**config.mk**
```make
export PLATFORM = sky130hd
export DESIGN_NAME = tab_expanded_column_mapper
export DESIGN_NICKNAME = d
export VERILOG_FILES = /design/src/hw/rtl/tecm_pkg.sv /design/src/hw/rtl/tecm_div.sv /design/src/hw/rtl/tab_expanded_column_mapper.sv
export SDC_FILE = /design/constraint.sdc
export NUM_CORES = 1
export LEC_CHECK = 0
export ABC_CLOCK_PERIOD_IN_PS = 7180
export BUFFER_PORTS_ARGS = -buffer_cell sky130_fd_sc_hd__buf_2
export CAP_MARGIN = 30
export CELL_PAD_IN_SITES_DETAIL_PLACEMENT = 0
export CELL_PAD_IN_SITES_GLOBAL_PLACEMENT = 2
export CORE_ASPECT_RATIO = 0.6
export CORE_MARGIN = 3
export CORE_UTILIZATION = 39
export CTS_CLUSTER_DIAMETER = 80
export DETAILED_ROUTE_END_ITERATION = 10
export PLACE_DENSITY_LB_ADDON = 0.1
export RECOVER_POWER = 100
export SYNTH_ARGS = -nofsm -noshare
export SYNTH_HDL_FRONTEND = slang
export SYNTH_SLANG_ARGS = --single-unit
```
**constraint.sdc**
```tcl
create_clock -name clk -period 7.18 [get_ports clk]
set_input_delay 0 -clock clk [delete_from_list [all_inputs] [get_ports clk]]
set_output_delay 0 -clock clk [all_outputs]
set_load 0.01 [all_outputs]
```
**src/hw/rtl/tecm_pkg.sv**
```systemverilog
// Shared types and constants for the tab-expanded column mapper.
package tecm_pkg;

    localparam int unsigned POS_WIDTH_DEFAULT = 16;
    localparam int unsigned TGT_W = 16;
    localparam int unsigned CHAR_W = 8;
    localparam int unsigned TS_W = 7;
    localparam int unsigned CFG_IDX_W = 1;
    localparam int unsigned CFG_DATA_W = 7;

    localparam logic [CHAR_W-1:0] TAB_CHAR = 8'd9;

    localparam logic [CFG_IDX_W-1:0] CFG_EXPAND_TABS = 1'd0;
    localparam logic [CFG_IDX_W-1:0] CFG_TAB_SIZE = 1'd1;

    localparam logic EXPAND_TABS_RESET = 1'b1;
    localparam logic [TS_W-1:0] TAB_SIZE_RESET = 7'd8;

    localparam logic OP_OFS_TO_COL = 1'b0;
    localparam logic OP_COL_TO_OFS = 1'b1;

    typedef enum logic [1:0] {
        ST_IDLE,
        ST_DIV,
        ST_UPDATE,
        ST_FINISH
    } tecm_state_t;

endpackage

```
**src/hw/rtl/tecm_div.sv**
```systemverilog
// Bit-serial remainder unit: dividend modulo a narrow divisor, one bit per cycle.
module tecm_div #(
    parameter int unsigned W = tecm_pkg::POS_WIDTH_DEFAULT
) (
    input  logic                        clk,
    input  logic                        rst_n,
    input  logic                        start,
    input  logic [W-1:0]                dividend,
    input  logic [tecm_pkg::TS_W-1:0]   divisor,
    output logic                        done,
    output logic [tecm_pkg::TS_W-1:0]   remainder
);
    import tecm_pkg::*;

    localparam int unsigned CW = $clog2(W + 1);

    logic [W-1:0]      shift_reg, shift_next;
    logic [TS_W-1:0]   rem_reg, rem_next;
    logic [TS_W-1:0]   div_reg, div_next;
    logic [CW-1:0]     cnt_reg, cnt_next;
    logic              busy_reg, busy_next;
    logic              done_reg, done_next;
    logic [TS_W:0]     trial;
    logic [TS_W:0]     diff;

    always_comb
    begin
        trial = {rem_reg, shift_reg[W-1]};
        diff = trial - {1'b0, div_reg};
        shift_next = shift_reg;
        rem_next = rem_reg;
        div_next = div_reg;
        cnt_next = cnt_reg;
        busy_next = busy_reg;
        done_next = 1'b0;
        if (start)
        begin
            shift_next = dividend;
            rem_next = '0;
            div_next = divisor;
            cnt_next = CW'(W);
            busy_next = 1'b1;
        end
        else if (busy_reg)
        begin
            shift_next = shift_reg << 1;
            if (trial >= {1'b0, div_reg})
            begin
                rem_next = diff[TS_W-1:0];
            end
            else
            begin
                rem_next = trial[TS_W-1:0];
            end
            cnt_next = cnt_reg - CW'(1);
            if (cnt_reg == CW'(1))
            begin
                busy_next = 1'b0;
                done_next = 1'b1;
            end
        end
    end

    always_ff @(posedge clk or negedge rst_n)
    begin
        if (!rst_n)
        begin
            busy_reg <= 1'b0;
            done_reg <= 1'b0;
            cnt_reg <= '0;
        end
        else
        begin
            busy_reg <= busy_next;
            done_reg <= done_next;
            cnt_reg <= cnt_next;
        end
    end

    always_ff @(posedge clk)
    begin
        shift_reg <= shift_next;
        rem_reg <= rem_next;
        div_reg <= div_next;
    end

    assign done = done_reg;
    assign remainder = rem_reg;

endmodule

```
**src/hw/rtl/tab_expanded_column_mapper.sv**
```systemverilog
// Top level: line sequencer and datapath of the tab-expanded column mapper.
// Steps: an item without a tab advance goes from IDLE through UPDATE; a tab that advances the
// column also passes through DIV, where the bit-serial remainder unit works.
// The last item of a line also passes through FINISH, then the result sits in the output register.
// A new item is taken only in IDLE; in_stall is high while an item works.
// Reset: expand_tabs = 1, tab_size = 8, line state cleared, no result pending.
module tab_expanded_column_mapper #(
    parameter int unsigned POS_WIDTH = tecm_pkg::POS_WIDTH_DEFAULT
) (
    input  logic                              clk,
    input  logic                              rst_n,
    input  logic                              in_valid,
    output logic                              in_stall,
    input  logic                              operation,
    input  logic [tecm_pkg::TGT_W-1:0]        target,
    input  logic [tecm_pkg::CHAR_W-1:0]       char_byte,
    input  logic                              has_char,
    input  logic                              last_char,
    output logic                              out_valid,
    input  logic                              out_stall,
    output logic [tecm_pkg::TGT_W-1:0]        position,
    input  logic                              cfg_valid,
    output logic                              cfg_ready,
    input  logic [tecm_pkg::CFG_IDX_W-1:0]    cfg_index,
    input  logic [tecm_pkg::CFG_DATA_W-1:0]   cfg_data
);
    import tecm_pkg::*;

    localparam int unsigned TW = (POS_WIDTH > TGT_W) ? POS_WIDTH : TGT_W;
    localparam logic [POS_WIDTH-1:0] POS_MAX = '1;

    tecm_state_t state_reg, state_next;

    logic                  expand_reg;
    logic [TS_W-1:0]       tab_size_reg;
    logic [POS_WIDTH-1:0]  column_reg, column_next;
    logic [POS_WIDTH-1:0]  index_reg, index_next;
    logic                  found_reg, found_next;
    logic [POS_WIDTH-1:0]  held_reg, held_next;
    logic                  op_reg;
    logic [POS_WIDTH-1:0]  target_reg;
    logic                  tab_reg;
    logic                  has_reg;
    logic                  last_reg;
    logic                  adv_reg;
    logic                  out_valid_reg, out_valid_next;
    logic [TGT_W-1:0]      position_reg;

    logic                  accept;
    logic                  div_start;
    logic                  div_done;
    logic [TS_W-1:0]       div_rem;
    logic                  do_update;
    logic                  load_out;
    logic                  busy;

    logic [TW-1:0]         tgt_wide;
    logic [POS_WIDTH-1:0]  tgt_in;
    logic                  adv_now;
    logic                  tab_now;
    logic [TS_W-1:0]       tab_eff;
    logic [POS_WIDTH:0]    inc_sum;
    logic [POS_WIDTH-1:0]  inc_col;
    logic [POS_WIDTH-1:0]  tab_base;
    logic [POS_WIDTH:0]    tab_sum;
    logic [POS_WIDTH-1:0]  tab_col;
    logic [POS_WIDTH-1:0]  new_col;
    logic [POS_WIDTH:0]    idx_sum;

    logic [POS_WIDTH:0]    fwd_sum;
    logic [POS_WIDTH:0]    rev_sum;
    logic [POS_WIDTH-1:0]  result;
    logic [TW-1:0]         result_wide;

    // Saturate target into the position width and decode the incoming item.
    always_comb
    begin
        tgt_wide = TW'(target);
        if (tgt_wide > TW'(POS_MAX))
        begin
            tgt_in = POS_MAX;
        end
        else
        begin
            tgt_in = tgt_wide[POS_WIDTH-1:0];
        end
        adv_now = has_char && ((operation == OP_COL_TO_OFS) || (index_reg < tgt_in));
        tab_now = (char_byte == TAB_CHAR);
        tab_eff = (tab_size_reg == '0) ? TS_W'(1) : tab_size_reg;
    end

    assign accept = in_valid && !in_stall;

    tecm_div #(
        .W(POS_WIDTH)
    ) u_div (
        .clk(clk),
        .rst_n(rst_n),
        .start(div_start),
        .dividend(column_reg),
        .divisor(tab_eff),
        .done(div_done),
        .remainder(div_rem)
    );

    // Next state.
    always_comb
    begin
        state_next = state_reg;
        case (state_reg)
            ST_IDLE:
            begin
                if (accept)
                begin
                    state_next = (adv_now && tab_now) ? ST_DIV : ST_UPDATE;
                end
            end
            ST_DIV:
            begin
                if (div_done)
                begin
                    state_next = ST_UPDATE;
                end
            end
            ST_UPDATE:
            begin
                state_next = last_reg ? ST_FINISH : ST_IDLE;
            end
            ST_FINISH:
            begin
                if (!out_valid_reg || !out_stall)
                begin
                    state_next = ST_IDLE;
                end
            end
            default:
            begin
                state_next = ST_IDLE;
            end
        endcase
    end

    // Sequencer outputs.
    always_comb
    begin
        busy = 1'b1;
        div_start = 1'b0;
        do_update = 1'b0;
        load_out = 1'b0;
        case (state_reg)
            ST_IDLE:
            begin
                busy = 1'b0;
                div_start = accept && adv_now && tab_now;
            end
            ST_DIV:
            begin
                busy = 1'b1;
            end
            ST_UPDATE:
            begin
                do_update = 1'b1;
            end
            ST_FINISH:
            begin
                load_out = !out_valid_reg || !out_stall;
            end
            default:
            begin
                busy = 1'b1;
            end
        endcase
    end

    assign in_stall = busy;

    // Column and index advance.
    always_comb
    begin
        inc_sum = {1'b0, column_reg} + (POS_WIDTH + 1)'(1);
        inc_col = inc_sum[POS_WIDTH] ? POS_MAX : inc_sum[POS_WIDTH-1:0];
        tab_base = column_reg - POS_WIDTH'(div_rem);
        tab_sum = {1'b0, tab_base} + (POS_WIDTH + 1)'(tab_eff);
        tab_col = tab_sum[POS_WIDTH] ? POS_MAX : tab_sum[POS_WIDTH-1:0];
        if (adv_reg)
        begin
            new_col = tab_reg ? tab_col : inc_col;
        end
        else
        begin
            new_col = column_reg;
        end
        idx_sum = {1'b0, index_reg} + (POS_WIDTH + 1)'(1);
    end

    // Final mapping.
    always_comb
    begin
        fwd_sum = {1'b0, column_reg} + {1'b0, target_reg - index_reg};
        rev_sum = {1'b0, index_reg} + {1'b0, target_reg - column_reg};
        if (!expand_reg)
        begin
            result = target_reg;
        end
        else if (op_reg == OP_OFS_TO_COL)
        begin
            if (index_reg < target_reg)
            begin
                result = fwd_sum[POS_WIDTH] ? POS_MAX : fwd_sum[POS_WIDTH-1:0];
            end
            else
            begin
                result = column_reg;
            end
        end
        else
        begin
            if (found_reg)
            begin
                result = held_reg;
            end
            else if (target_reg >= column_reg)
            begin
                result = rev_sum[POS_WIDTH] ? POS_MAX : rev_sum[POS_WIDTH-1:0];
            end
            else
            begin
                result = index_reg;
            end
        end
        result_wide = TW'(result);
    end

    // Line state.
    always_comb
    begin
        column_next = column_reg;
        index_next = index_reg;
        found_next = found_reg;
        held_next = held_reg;
        if (load_out)
        begin
            column_next = '0;
            index_next = '0;
            found_next = 1'b0;
            held_next = '0;
        end
        else if (do_update && has_reg)
        begin
            column_next = new_col;
            index_next = idx_sum[POS_WIDTH] ? POS_MAX : idx_sum[POS_WIDTH-1:0];
            if ((op_reg == OP_COL_TO_OFS) && !found_reg && (new_col > target_reg))
            begin
                found_next = 1'b1;
                held_next = index_reg;
            end
        end
        out_valid_next = load_out ? 1'b1 : (out_valid_reg && out_stall);
    end

    always_ff @(posedge clk or negedge rst_n)
    begin
        if (!rst_n)
        begin
            state_reg <= ST_IDLE;
            expand_reg <= EXPAND_TABS_RESET;
            tab_size_reg <= TAB_SIZE_RESET;
            column_reg <= '0;
            index_reg <= '0;
            found_reg <= 1'b0;
            held_reg <= '0;
            out_valid_reg <= 1'b0;
        end
        else
        begin
            state_reg <= state_next;
            column_reg <= column_next;
            index_reg <= index_next;
            found_reg <= found_next;
            held_reg <= held_next;
            out_valid_reg <= out_valid_next;
            if (cfg_valid && cfg_ready)
            begin
                if (cfg_index == CFG_EXPAND_TABS)
                begin
                    expand_reg <= cfg_data[0];
                end
                else if (cfg_index == CFG_TAB_SIZE)
                begin
                    tab_size_reg <= cfg_data;
                end
            end
        end
    end

    // Hold the accepted transaction and the result.
    always_ff @(posedge clk)
    begin
        if (accept)
        begin
            op_reg <= operation;
            target_reg <= tgt_in;
            tab_reg <= tab_now;
            has_reg <= has_char;
            last_reg <= last_char;
            adv_reg <= adv_now;
        end
        if (load_out)
        begin
            position_reg <= result_wide[TGT_W-1:0];
        end
    end

    assign cfg_ready = 1'b1;
    assign out_valid = out_valid_reg;
    assign position = position_reg;

endmodule

```
Yosys cells after proc, flatten, opt, wreduce, memory -nomap -nowiden
Cells that the tools add are included.

word-level totals
  word-level logic and storage cells = 115
  register bits after elaboration = 134
  output and inout port bits = 19
  input port bits = 40

operators by class
  add/sub/neg operators = 10
  bitwise operators = 1
  reductions and logical operators = 23
  mux-type cells = 46
  order comparisons = 6
  equality and inequality tests = 8

operators with widths
  operator                                                            count
  16-bit 2-to-1 mux                                                   22
  16-bit by 1-bit adder with 17-bit output, second input constant     2
  16-bit by 16-bit adder with 17-bit output                           2
  16-bit < comparator                                                 2
  16-bit subtractor                                                   2
  16-bit by 7-bit adder with 17-bit output                            1
  16-bit >= comparator                                                1
  16-bit greater-than comparator                                      1
  16-bit greater-than comparator, second input constant               1
  16-bit by 7-bit subtractor with 16-bit output                       1
  1-bit 2-to-1 mux                                                    14
  7-bit 2-to-1 mux                                                    2
  2-bit 2-to-1 mux                                                    5
  5-bit 2-to-1 mux                                                    2
  1-bit logical AND                                                   9
  8-bit by 4-bit == test with 1-bit output, second input constant     1
  8-bit by 7-bit >= comparator with 1-bit output                      1
  2-bit case mux with 4 select lines                                  1
  7-bit zero test                                                     1
  7-bit subtractor                                                    1
  2-bit AND reduction                                                 3
  2-bit nonzero test                                                  3
  5-bit by 1-bit == test with 1-bit output, second input constant     1
  5-bit by 1-bit subtractor with 5-bit output, second input constant  1
  other kinds (9)                                                     14

Longest topological paths before layout
  depth in word-level cells = 11
  mapped depth = 30
  gate-level depth less buffers = 26

Modules after synthesis
From an unflattened synthesis, not the netlist that was laid out.

unflattened totals
  cell total of the unflattened synthesis = 1355
  area, all modules = 11895.2 µm²

modules (own cells, without submodules)
  module                      instances  area each (µm²)  cells each  seq. area each (µm²)
  tab_expanded_column_mapper  1          9954.5           1195        2615.0
  tecm_div                    1          1940.6           160         1006.0

Worst setup path before layout
No wires, ideal clock.

  path type = reg2reg
  start = register column_reg[0]
  end = register held_reg[0]
  cell stages (with the launch flop) = 30
  clock period less this slack = 5.958 ns
  required time = 7.099 ns
  library setup time = 0.081 ns
  setup slack = 1.222 ns
  data arrival time = 5.877 ns
  cells stage by stage = dfrtp_1 -> inv_1 -> ha_1 -> inv_1 -> fa_1 -> a211oi_1 -> nor3_1 -> o21a_1 -> nor3_1 -> nor2_1 -> ha_1 -> o211ai_1 -> and2_1 -> clkbuf_1 -> o41a_1 -> buf_6 -> a21oi_1 -> mux2_2 -> ha_1 -> nor2b_1 -> o21a_1 -> o21a_1 -> o21ai_0 -> nand2b_1 -> a21oi_1 -> nor3_1 -> o21ai_0 -> buf_1 -> clkbuf_1 -> mux2i_1

between the ends
  longest elaborated chain between the ends = 9
  elaborated cells on any way between the ends = 11

ends and longest elaborated chain
  element                                        RTL line                           source
  start, declared                                tab_expanded_column_mapper.sv:36   logic [POS_WIDTH-1:0] column_reg, column_next;
  start signal, assigned                         tab_expanded_column_mapper.sv:277  column_reg <= column_next;
  16-bit by 7-bit subtractor with 16-bit output  tab_expanded_column_mapper.sv:182  tab_base = column_reg - POS_WIDTH'(div_rem);
  16-bit by 7-bit adder with 17-bit output       tab_expanded_column_mapper.sv:183  tab_sum = {1'b0, tab_base} + (POS_WIDTH + 1)'(tab_eff);
  16-bit 2-to-1 mux                              tab_expanded_column_mapper.sv:184  tab_col = tab_sum[POS_WIDTH] ? POS_MAX : tab_sum[POS_WIDTH-1:0];
  16-bit 2-to-1 mux                              tab_expanded_column_mapper.sv:187  new_col = tab_reg ? tab_col : inc_col;
  16-bit 2-to-1 mux *                            tab_expanded_column_mapper.sv:185  if (adv_reg)
  16-bit greater-than comparator *               tab_expanded_column_mapper.sv:252  if ((op_reg == OP_COL_TO_OFS) && !found_reg && (new_col > target_reg))
  1-bit logical AND *                            tab_expanded_column_mapper.sv:252
  2-bit nonzero test (no line) *                 -
  2-bit AND reduction (no line) *                -
  end signal, assigned                           tab_expanded_column_mapper.sv:280  held_reg <= held_next;
  end, declared                                  tab_expanded_column_mapper.sv:39   logic [POS_WIDTH-1:0] held_reg, held_next;

Every way passes the cells marked *; elsewhere a longest branch is shown, timed or not.
A chain may end at the register's enable or synchronous reset.

Final worst setup path
  start = register column_reg[0]
  end = register found_reg

between the ends
  longest elaborated chain between the ends = 9
  elaborated cells on any way between the ends = 11

ends and longest elaborated chain
  element                                        RTL line                           source
  16-bit by 7-bit subtractor with 16-bit output  tab_expanded_column_mapper.sv:182
  16-bit by 7-bit adder with 17-bit output       tab_expanded_column_mapper.sv:183
  16-bit 2-to-1 mux                              tab_expanded_column_mapper.sv:184
  16-bit 2-to-1 mux                              tab_expanded_column_mapper.sv:187
  16-bit 2-to-1 mux *                            tab_expanded_column_mapper.sv:185
  16-bit greater-than comparator *               tab_expanded_column_mapper.sv:252
  1-bit logical AND *                            tab_expanded_column_mapper.sv:252
  2-bit nonzero test (no line) *                 -
  2-bit AND reduction (no line) *                -
  end signal, assigned                           tab_expanded_column_mapper.sv:279  found_reg <= found_next;
  end, declared                                  tab_expanded_column_mapper.sv:38   logic found_reg, found_next;

Marks and branches as above.

==> impl_metrics.env <==
export IMPL_required_ps=7400
export IMPL_async_flop_share_pct=50.00
export IMPL_postCtsHoldBufs=34
export IMPL_dpl_hpwl_um=30100
export IMPL_post_cts_setup_buffer_count=0
export IMPL_synth_seq_cells=134
export IMPL_vdd_ir_drop_max_mv=0.2449
export IMPL_crit_type="flip-flop to flip-flop"
export IMPL_regToRegStartpoint="column_reg[0]"
export IMPL_worstSetupEndpointType="flip-flop"
export IMPL_final_area_um2=13110
export IMPL_cts_tree="built"
export IMPL_placed_cells=1733
export IMPL_outcome="finished, violations left"
export IMPL_p_leak_nw=5.599
export IMPL_row_count=48
export IMPL_hold_class="input pin to flip-flop"
export IMPL_place_ws_ps=828.0
export IMPL_reg2reg_to="found_reg"
export IMPL_drtIter0Drc=1020
export IMPL_dieArea_um2=31670
export IMPL_antenna_found_initial=0
export IMPL_grt_pass1_vias=9707
export IMPL_fin_crit_sh_pct=91.92
export IMPL_numCtsBuffers=17
export IMPL_ys_seq_area_share_pct=31.46
export IMPL_final_nets=1554
export IMPL_synth_distinct_cells=75
export IMPL_cts_resized=0
export IMPL_clock_skew_ps=12.55
export IMPL_cp_buffers_inverters=4
export IMPL_final_hold_violation_count=0
export IMPL_h_tree_depth=4
export IMPL_clk_pin_slew_ps=60
export IMPL_synth_area_top_cells="edfxtp_1 16%, dfrtp_1 14%, ha_1 13%, a21oi_1 4.0%, xnor2_1 3.7%"
export IMPL_ios=59
export IMPL_fin_setup_tns_ps=0
export IMPL_clock_sinks=134
export IMPL_drive_gt1_share_pct=7.357
export IMPL_post_route_drc_count=0
export IMPL_finalSetupViolCount=0
export IMPL_crit_start="column_reg[0]"
export IMPL_grt_pass1_wl_um=60330
export IMPL_worst_pin_slew_ps=3968
export IMPL_period_minus_slack_ps=6600
export IMPL_post_dp_cell_area_um2=12210
export IMPL_slew_violations=147
export IMPL_critPathTopFamily="compound AO/OA/AOI/OAI gates"
export IMPL_max_freq_ghz=0.1515
export IMPL_wl_per_cell_um=21.63
export IMPL_wl_um=38930
export IMPL_grt_total_usage_pct=24.79
export IMPL_start_util_pct=39.84
export IMPL_core_area_um2=28890
export IMPL_die_y_um=139.1
export IMPL_syn2layout_area_growth_pct=13.87
export IMPL_final_antenna_net_count=0
export IMPL_r2r_setup_slack_ps=580
export IMPL_syn_avg_cell_area_um2=8.778
export IMPL_yosys_warnings=0
export IMPL_vias=10310
export IMPL_grt_max_degree=60
export IMPL_reg2reg_depth=26
export IMPL_crit_path_frequent_cell="ha_1"
export IMPL_arrival_ps=6820
export IMPL_yosys_area_top_type="edfxtp_1"
export IMPL_maxSlewHeadroom_pct=-164.5
export IMPL_synth_edff_count=60
export IMPL_syn_nets=1478
export IMPL_insertion_delay_ps=450
export IMPL_synthFlopType="dfrtp_1"
export IMPL_power_density_nw_per_um2=513.2
export IMPL_port_buffers=57
export IMPL_rsz0062_at_grt="false"
export IMPL_netlist_area_um2=11510
export IMPL_clk_path_buf_depth=2
export IMPL_setup_ws_ps=580.4
export IMPL_start_kind="flip-flop"
export IMPL_endpoint="found_reg"
export IMPL_critical_path_max_fanout=17
export IMPL_failed_checks="max-capacitance violations, max-slew violations"
export IMPL_overflow=0
export IMPL_synth_cells=1311
export IMPL_die_w_um=227.8
export IMPL_viasPerCell=5.729
export IMPL_synth_top_area_share_pct=15.66
export IMPL_cp_slowest_cell="o41ai_1"
export IMPL_root_buffer="clkbuf_16"
export IMPL_total_power_mw=6.726
export IMPL_antenna_cells=0
export IMPL_drt_first_pass_iters=6
export IMPL_gp_congestion=0.8717
export IMPL_maxCapViolations=4
export IMPL_slowest_delay_ps=890
export IMPL_path_depth=26
export IMPL_stdcell_count=1800
-- cell families (layout without fill, tap and decap cells) --
kind of cell,Yosys count,in the layout,synth area share [%]
AO/OA/AOI/OAI,389,389,22.70
AND/OR/NAND/NOR,379,379,16.24
buffers and inverters,163,252,5.490
flip-flops,134,134,31.46
adder cells (fa/ha/maj),127,127,14.26
XOR/XNOR,68,68,5.175
multiplexers,50,50,4.631
other,1,1,0.03258
-- worst min-delay path, delay by kind of cell --
family	cells	cell delay [ps]
compound gates	2	290
simple gates	2	170
buf+inv	1	70
-- metal layers --
layer / routed length (um) / global-route usage, % / vias up
met4: 252 / 3.873 / 0
li1: - / - / 5023
met5: 0 / 0 / -
met2: 13810 / 30.29 / 336
met1: 21730 / 42.10 / 4940
met3: 3140 / 6.117 / 13
-- where the power goes --
part	internal, mW	total [mW]	switching (mW)
clock network	0.600	0.969	0.370
logic	1.75	4.34	2.59
registers	1.09	1.41	0.322
-- stage by stage --
step                utilization, %  hold slack [ps]
floorplan                        -           -295.6
global placement             42.27           -173.2
detailed placement           42.27           -174.3
CTS                          45.64            32.90
global route                 45.37            145.5
finish                       45.37            125.6
-- synth_stat cells (all sizes together) (12+ instances only) --
master	n
nand3	36
or3	14
nand2b	15
clkbuf	43
inv	110
a211oi	17
a21o	32
edfxtp	60
nor4	12
mux2i	24
nor2b	20
ha	120
a21oi	93
nand4	15
o211ai	17
nor3	36
o21a	16
nand2	90
o21ai	78
xor2	19
mux2	26
nor2	93
a31oi	13
dfrtp	65
o22ai	21
xnor2	49
o221ai	25
-- worst min path at each step --
stage | startpoint | end | slack (ps) | depth (start not counted)
global placement | rst_n | tab_size_reg[5] | -170 | 1
CTS | rst_n | tab_size_reg[3] | 30 | 2
finish | char_byte[1] | state_reg[1] | 130 | 5
global route | cfg_valid | tab_size_reg[1] | 150 | 3
detailed placement | rst_n | tab_size_reg[5] | -170 | 1
floorplan | rst_n | column_reg[0] | -300 | 0
-- cells in the final DEF, fill, tap and decap left out, drive strengths merged, types with 6 or more instances in the layout --
| cell type | count |
|---|---|
| mux2 | 26 |
| and3 | 11 |
| nor3 | 36 |
| dlygate4sd3 | 34 |
| xnor2 | 49 |
| nand2 | 90 |
| and2 | 9 |
| a21boi | 8 |
| dfxtp | 7 |
| nor4 | 12 |
| ha | 120 |
| nand2b | 15 |
| o221ai | 25 |
| or3 | 14 |
| o21ai | 78 |
| o22ai | 21 |
| nor2b | 20 |
| inv | 111 |
| fa | 7 |
| a21oi | 93 |
| a211oi | 17 |
| edfxtp | 60 |
| o21a | 16 |
| a31oi | 13 |
| o21bai | 10 |
| a21o | 32 |
| dfrtp | 65 |
| buf | 31 |
| clkbuf | 63 |
| nand4 | 15 |
| nand3 | 36 |
| xor2 | 19 |
| nor2 | 93 |
| or2 | 6 |
| clkinv | 7 |
| o211ai | 17 |
| mux2i | 24 |
| a41oi | 6 |
-- cell type report --
class                   instances  area (um^2)
inverters                     112        420.4
clock inverters                12        176.4
multi-input cells            1014         7246
repair buffers                108        684.4
clock buffers                  20        456.7
well taps                     400        500.5
fillers                      2887        15780
flip-flops and latches        134         3621
Note: power is estimated with default switching activity, not from simulation.
